`config.mk`:
```
export PLATFORM = sky130hd
export DESIGN_NAME = ple_search
export DESIGN_NICKNAME = d
export VERILOG_FILES = /design/src/rtl/core/ple_search.sv
export SDC_FILE = /design/constraint.sdc
export NUM_CORES = 1
export LEC_CHECK = 0
export ABC_AREA = 0
export BUFFER_PORTS_ARGS = -buffer_cell sky130_fd_sc_hd__buf_2
export CORE_UTILIZATION = 47
export DETAILED_ROUTE_END_ITERATION = 6
export GPL_ROUTABILITY_DRIVEN = 1
export PLACE_DENSITY = 0.83
export SYNTH_ARGS = -nofsm -noshare
export SYNTH_HDL_FRONTEND = slang
export SYNTH_SLANG_ARGS = --single-unit
```
`constraint.sdc`:
```
create_clock -name vclk -period 3.3
set_input_delay 0.165 -clock vclk [all_inputs]
set_output_delay 0.165 -clock vclk [all_outputs]
set_load 0.01 [all_outputs]
```
`src/rtl/core/ple_search.sv`:
```
// first-match encoder over the registered match vector of the row
module ple_search #(
  parameter int unsigned Depth = 64,
  parameter int unsigned SelW  = 6
) (
  input  logic [Depth-1:0] match_i,
  output logic             found_o,
  output logic [SelW-1:0]  index_o
);

  logic [Depth-1:0] lowest;

  // isolate the lowest set bit
  assign lowest  = match_i & (~match_i + Depth'(1));
  assign found_o = |match_i;

  always_comb begin
    index_o = '0;
    for (int i = 0; i < Depth; i++) begin
      if (lowest[i]) begin
        index_o = index_o | SelW'(i);
      end
    end
  end

endmodule

```
==> results_dict.tcl <==
set metrics [dict create \
    track_usage_pct 32.6 \
    dpl.hpwl_um 3860 \
    critical_path.max_fanout 8 \
    die_x_um 53.3 \
    wl_um 4610 \
    grt_pass1_vias 1725 \
    antenna_found_initial 0 \
    power.density_mw_per_mm2 67.8 \
    report.final.slew_viol_count 0 \
    yosys_warnings 0 \
    drive_gt1_share_pct 30.1 \
    min-delay-path-class "in -> out" \
    path_class "in -> out" \
    hold_violations 0 \
    vias 2003 \
    synth-seq-area-share_pct 0 \
    finalNonFillerCells 312 \
    tightest_slew_ns 0.653 \
    portBuffers 71 \
    worstPathArrival_ns 2.83 \
    hold_ws_ns 0.646 \
    ctsHoldBuffers 0 \
    area_delta_synth_final_pct 35.6 \
    worstPathRequired_ns 3.13 \
    setup_ws_ns 0.305 \
    ctsResizeCount 0 \
    synthTopCellsByArea "nor2_1 9.7%, nor3_1 8.1%, nor4_1 7.1%" \
    wl_per_cell_um 14.8 \
    critPathCaptureType "output port" \
    post_cts_buffers 0 \
    start_kind "input pin" \
    intPower_mw 0.0503 \
    grt_max_degree 14 \
    outcome "finished clean" \
    power.switching_mw 0.0635 \
    fin_nets 348 \
    fin_area_mm2 0.00168 \
    post_dp_cell_area_mm2 0.00168 \
    fin_util_pct 67.7 \
    avgSynthCellArea_um2 6.01 \
    nClkBuffers 0 \
    swShare_pct 55.8 \
    gp_congestion 0.982 \
    grt_setup_unrepaired "no" \
    finalSetupViolCount 0 \
    drtIter0Drc 86 \
    dp_cells 312 \
    initial_core_util_pct 49.9 \
    grt.overflow.total 0 \
    vias_per_cell 6.42 \
    synth.largest_area_cell "nor2_1" \
    drc_errors 0 \
    grt_pass1_wl_um 7030 \
    ir_drop_uv 50.3 \
    die-height_um 53.3 \
    p_leak_nw 0.680 \
    syn-instance-count 206 \
    synth_area_mm2 0.00124 \
    core.rowCount 18 \
    pwr-share-seq_pct 0 \
    synth_top_area_share_pct 9.71 \
    ant_nets 0 \
    comb_power_share_pct 100.0 \
    p_total_mw 0.114 \
    detailedPlace.worstSlack_ns 0.350 \
    tns_ns 0 \
    p_clk_share_pct 0 \
    max_freq_mhz 334 \
    max_cap_violations 0 \
    core-area_mm2 0.00248 \
    fin_crit_ns 2.99 \
    relSlewSlack_pct 56.1 \
    dieArea_mm2 0.00284 \
    antenna_cells 0 \
    ios 71 \
    synthDistinctLibCells 49 \
    seqCellArea_um2 0 \
    nFlopsAndLatches 0 \
    syn_nets 270 \
    dr.pass1.iters 4 \
    period_share_pct 90.7 \
]
==> worst paths after layout <==
check	slack, ns	endpoint	cells past startpoint	from
worst min-delay path	0.65	found_o	4	match_i[63]
worst max-delay path	0.31	index_o[1]	10	match_i[11]
==> Yosys cell counts (all sizes together) (3+ instances only) <==
cell and count:
a211oi 3, a21oi 13, a31oi 4, and2 5, inv 7, nand2 15, nand3 9, nand4 11
nand4b 7, nor2 32, nor2b 4, nor3 20, nor3b 5, nor4 15, nor4b 3, o21ai 7
or3 7
==> placed cells by master (no fill, tap or decap), drive strengths merged, types with 3 or more instances in the layout <==
cell / Yosys / final
or3: 7 / 7
nand4b: 7 / 7
inv: 7 / 7
nand4: 11 / 11
nor3b: 5 / 5
a211oi: 3 / 3
nor4b: 3 / 3
o21ai: 7 / 7
buf: 2 / 80
nor4: 15 / 15
and2: 5 / 5
nand2: 15 / 15
a21oi: 13 / 13
nor2b: 4 / 4
nand3: 9 / 9
nor3: 20 / 20
a31oi: 4 / 4
nor2: 32 / 32
==> power groups by stage <==
stage          clock network, mW  registers [mW]  logic, mW
2_1_floorplan                  0               0     0.0399
3_3_place_gp                   0               0      0.111
3_5_place_dp                   0               0      0.111
4_1_cts                        0               0      0.112
5_1_grt                        0               0      0.125
6_report                       0               0      0.114
==> critical path: stages <==
cell and delay, ns:
buf_2 0.11, or4_4 0.55, or4b_1 0.57, buf_4 0.20, nor4b_1 0.39, o21ai_0 0.15, o31ai_1 0.34, nor4_1 0.12
nand4b_1 0.10, buf_2 0.13
==> cell families after synthesis <==
logic type	share of synthesized area, %
buffers and inverters	3.74
AO/OA/AOI/OAI	32.0
AND/OR/NAND/NOR	64.3
==> layer usage <==
metal  wire, um  track usage (%)
met5          0                0
met3        332             2.59
met1       1990             41.3
met4        129             13.6
met2       2160             55.4
==> cell type report <==
| class | count | area (um2) |
|---|---|---|
| Fill cell | 254 | 800 |
| Timing Repair Buffer | 80 | 423 |
| Inverter | 7 | 26.3 |
| Multi-Input combinational cell | 195 | 1190 |
| Tap cell | 30 | 37.5 |
Note: power is estimated with default switching activity, not from simulation.
