File: config.mk
export PLATFORM = sky130hd
export DESIGN_NAME = ple_cell
export DESIGN_NICKNAME = d
export VERILOG_FILES = /design/src/rtl/core/ple_pkg.sv /design/src/rtl/core/ple_cell.sv
export SDC_FILE = /design/constraint.sdc
export NUM_CORES = 1
export LEC_CHECK = 0
export BUFFER_PORTS_ARGS = -buffer_cell sky130_fd_sc_hd__buf_2
export CORE_MARGIN = 2
export CORE_UTILIZATION = 41
export DETAILED_ROUTE_END_ITERATION = 16
export PLACE_DENSITY = 0.85
export SETUP_SLACK_MARGIN = 0.02
export SKIP_CTS_REPAIR_TIMING = 1
export SLEW_MARGIN = 20
export SYNTH_ARGS = -nofsm -noshare
export SYNTH_HDL_FRONTEND = slang
export SYNTH_SLANG_ARGS = --single-unit
File: constraint.sdc
create_clock -name clk_i -period 3.6 [get_ports clk_i]
set_clock_uncertainty 0.15 [all_clocks]
set_input_delay 0.18 -clock clk_i [delete_from_list [all_inputs] [get_ports clk_i]]
set_output_delay 0.18 -clock clk_i [all_outputs]
set_load 0.1 [all_outputs]
File: src/rtl/core/ple_pkg.sv
// shared types and constants of the positional list engine
package ple_pkg;

  // field widths of the stream words
  localparam int unsigned ActionW   = 3;
  localparam int unsigned PosW      = 7;
  localparam int unsigned ElemPortW = 32;
  localparam int unsigned StatusW   = 2;
  localparam int unsigned FposW     = 6;
  localparam int unsigned LenW      = 7;

  typedef enum logic [ActionW-1:0] {
    ACT_APPEND = 3'd0,
    ACT_INSERT = 3'd1,
    ACT_GET    = 3'd2,
    ACT_SET    = 3'd3,
    ACT_REMOVE = 3'd4,
    ACT_POP    = 3'd5,
    ACT_SEARCH = 3'd6,
    ACT_CLEAR  = 3'd7
  } action_e;

  typedef enum logic [StatusW-1:0] {
    STAT_OK    = 2'd0,
    STAT_RANGE = 2'd1,
    STAT_FULL  = 2'd2
  } status_e;

  // operation that every cell of the row performs
  typedef enum logic [1:0] {
    CELL_HOLD,
    CELL_INSERT,
    CELL_REMOVE,
    CELL_WRITE
  } cell_op_e;

  typedef enum logic {
    ST_IDLE,
    ST_SEARCH
  } state_e;

endpackage

File: src/rtl/core/ple_cell.sv
// one list slot: holds an entry and trades it with its neighbors on shifts
module ple_cell #(
  parameter int unsigned ElemW = 32,
  parameter int unsigned IdxW  = 7,
  parameter int unsigned Idx   = 0
) (
  input  logic              clk_i,
  input  ple_pkg::cell_op_e op_i,
  input  logic [IdxW-1:0]   pos_i,
  input  logic [ElemW-1:0]  elem_i,
  input  logic [ElemW-1:0]  left_i,   // entry of the slot below
  input  logic [ElemW-1:0]  right_i,  // entry of the slot above
  input  logic [ElemW-1:0]  key_i,
  output logic [ElemW-1:0]  entry_o,
  output logic              match_o
);

  localparam logic [IdxW-1:0] MyIdx = IdxW'(Idx);

  logic [ElemW-1:0] entry_q, entry_d;

  always_comb begin
    entry_d = entry_q;
    case (op_i)
      ple_pkg::CELL_INSERT: begin
        if (MyIdx > pos_i) begin
          entry_d = left_i;
        end else if (MyIdx == pos_i) begin
          entry_d = elem_i;
        end
      end
      ple_pkg::CELL_REMOVE: begin
        if (MyIdx >= pos_i) begin
          entry_d = right_i;
        end
      end
      ple_pkg::CELL_WRITE: begin
        if (MyIdx == pos_i) begin
          entry_d = elem_i;
        end
      end
      default: entry_d = entry_q;
    endcase
  end

  always_ff @(posedge clk_i) begin
    entry_q <= entry_d;
  end

  assign entry_o = entry_q;
  assign match_o = (entry_q == key_i);

endmodule

==> results.md <==
* Placed cells at 415
* Worst Hold Class: in -> reg
* Pin count of the biggest net entering global routing at 65
* Mapped Cells at 222
* Nets@finish at approximately 500
* Critical path fanouts, max at 3
* Most common cell after layout, fill and taps aside: buf_2
* Port bufs at 138
* Register-to-register setup slack at about 2500 ps
* DR iter-0 viols at 114
* Slew margin rel. at 0.585
* Fmax at approximately 420 MHz
* Worst r2r dst: entry_o[20]$_DFFE_PP_
* LEAKAGE at 1.31 nW
* Synth top area share at 0.480
* # Max-Cap Violations at 0
* Initial antenna violation count at 0
* DRT Wirelength at around 5500 microns
* Post-route antenna net violation count at 0
* Detailed Place HPWL at just over 4000 microns
* PD cells at between 300 and 400 mW/mm^2
* Reg2reg path depth at 2
* Worst hold start: right_i[30]
* Outcome: completed
* Layout cell share with drive strength beyond 1 at 0.420
* WHS at approximately 100 ps
* Vias in the first global route at 1864
* H-tree depth at 2
* Seq cells post-synth at 32
* Met3 global-route usage at 0.0508
* Hold Crit Depth at 3
* Post-synth cell types at 16
* Final Non-Filler Cells at roughly 420
* Final worst path period share at 0.661
* R2r startpoint: entry_o[20]$_DFFE_PP_
* Clock transition at path regs at roughly 70 ps
* Final Hold Viols at 0
* Commonest non-fill, non-tap cells in the layout: buf_2, nand2_1, nor2_1
* GR Layer Usage met1 at 0.263
* Routing usage on met2 at 0.354
* Gr busiest metal: met2
* Drc violations at 0
* Crit end category: primary output
* Synth-to-Final Area Change at 39.7%
* Total CTS buffers at 5
* Sequential area share after synthesis at 0.480
* Cell area after synthesis at between 0.002 and 0.0025 sq mm
* # IOs at ~170
* Number of flip-flops in the largest register at 32
* Drt wl/cell at approximately 13 microns
* Worst EP required at about 3300 ps
* VDD IR max at about 0.18 mV
* GP Congestion at between 0.7 and 0.8
* # setup viols final at 0
* Synth area leader: edfxtp_1
* Worst path arrival time at around 2100 ps
* Tightest Pin Transition at approximately 620 ps
* Worst Hold End: entry_o[30]$_DFFE_PP_
* Clk sinks at 32
* Crit path launch type: flop
* RSZ-0062 raised after global routing: false
* Critical setup path kind: reg -> out
* Die Y at 73.9 microns
* Final Cell Area at roughly 0.0028 sq mm
* Setup TNS at 0 ps
* Synth area leaders: edfxtp_1, xor2_1, nand2_1, a31oi_1, nor2_1
* DR vias at ~2000
* TritonCTS clock tree: built
* CTS max path bufs at 2
* Die width at around 74 microns
* Gr usage total at 0.205
* Via density per instance at 4.84
* DIE AREA at 0.00546 sq mm
* GRT Residual Overflow at 0
* ANT cells at 0
* Initial core utilization at 0.424
* Yosys Warn Count at 0
* Crit path time final at roughly 2400 ps
* Row cnt at 25
* Max-slew violations at 0
* Area after DPL at about 0.0027 sq mm
* Core area at around 0.0047 sq mm
* First-pass GRT wire length at between 8000 and 9000 microns
* Syn avg cell area at between 9 and 10 sq um
* Pre-antenna DRT Iters at 4
* Syn Nets at 360
* Worst-skew pair later-pin latency at 280 ps
* Root buffer selected by CTS: clkbuf_8
[worst max-delay path: stages (launching register included)]
cell	delay (ps)
edfxtp_1	410
xor2_1	190
nor4_1	480
nand4_1	140
nor2_1	120
buf_2	430
[worst max-delay path by stage]
| stage | startpoint | to | slack (ps) | depth (start not counted) |
|---|---|---|---|---|
| 6_report | entry_o[27]$_DFFE_PP_ | match_o | 1220 | 5 |
| 5_1_grt | entry_o[27]$_DFFE_PP_ | match_o | 1080 | 5 |
| 4_1_cts | entry_o[27]$_DFFE_PP_ | match_o | 1180 | 5 |
| 3_5_place_dp | pos_i[3] | entry_o[25]$_DFFE_PP_ | 1010 | 5 |
| 3_3_place_gp | pos_i[3] | entry_o[31]$_DFFE_PP_ | 1050 | 5 |
| 2_1_floorplan | entry_o[31]$_DFFE_PP_ | match_o | 500 | 4 |
[metal layers]
layer / vias up / wire length, microns
met2: 81 / 2840
met3: 2 / 365
met1: 918 / 2270
li1: 1041 / -
met4: 0 / 17
met5: - / 0
[cells in the mapped netlist (all sizes together)]
| cell | number |
|---|---|
| a31oi | 32 |
| xor2 | 32 |
| nand2b | 1 |
| clkbuf | 6 |
| nand4 | 2 |
| edfxtp | 32 |
| nor2 | 33 |
| or4 | 2 |
| buf | 8 |
| a21o | 1 |
| nor4 | 9 |
| nand2 | 64 |
[final cells by class]
| cell class | instances | area, sq um |
|---|---|---|
| clock inverter | 2 | 7.51 |
| fill | 422 | 1930 |
| sequential | 32 | 961 |
| clock buffer | 5 | 68.8 |
| timing repair buffer | 140 | 706 |
| tap | 67 | 83.8 |
| multi-input combinational | 176 | 970 |
[per-stage QoR]
step / power (mW) / worst slack (ps) / util
after floorplan: 0.761 / 504 / -
after global placement: 0.862 / 1050 / 0.575
after detailed placement: 0.868 / 1010 / 0.575
after CTS: 1.12 / 1180 / 0.591
after global routing: 1.16 / 1080 / 0.592
final: 1.11 / 1220 / 0.592
[cell families after synthesis]
kind of cell	synth area share
DFF	0.480
buffers and inverters	0.0400
and+or+nand+nor	0.236
AOI/OAI and AO/OA	0.104
xor gates and xnor gates	0.140
[power breakdown]
part | internal, mW | leakage [nW] | switching [mW]
Clock | 0.127 | 0.0391 | 0.124
Combinational | 0.0996 | 0.967 | 0.284
Sequential | 0.449 | 0.308 | 0.0253
Note: power is estimated with default switching activity, not from simulation.
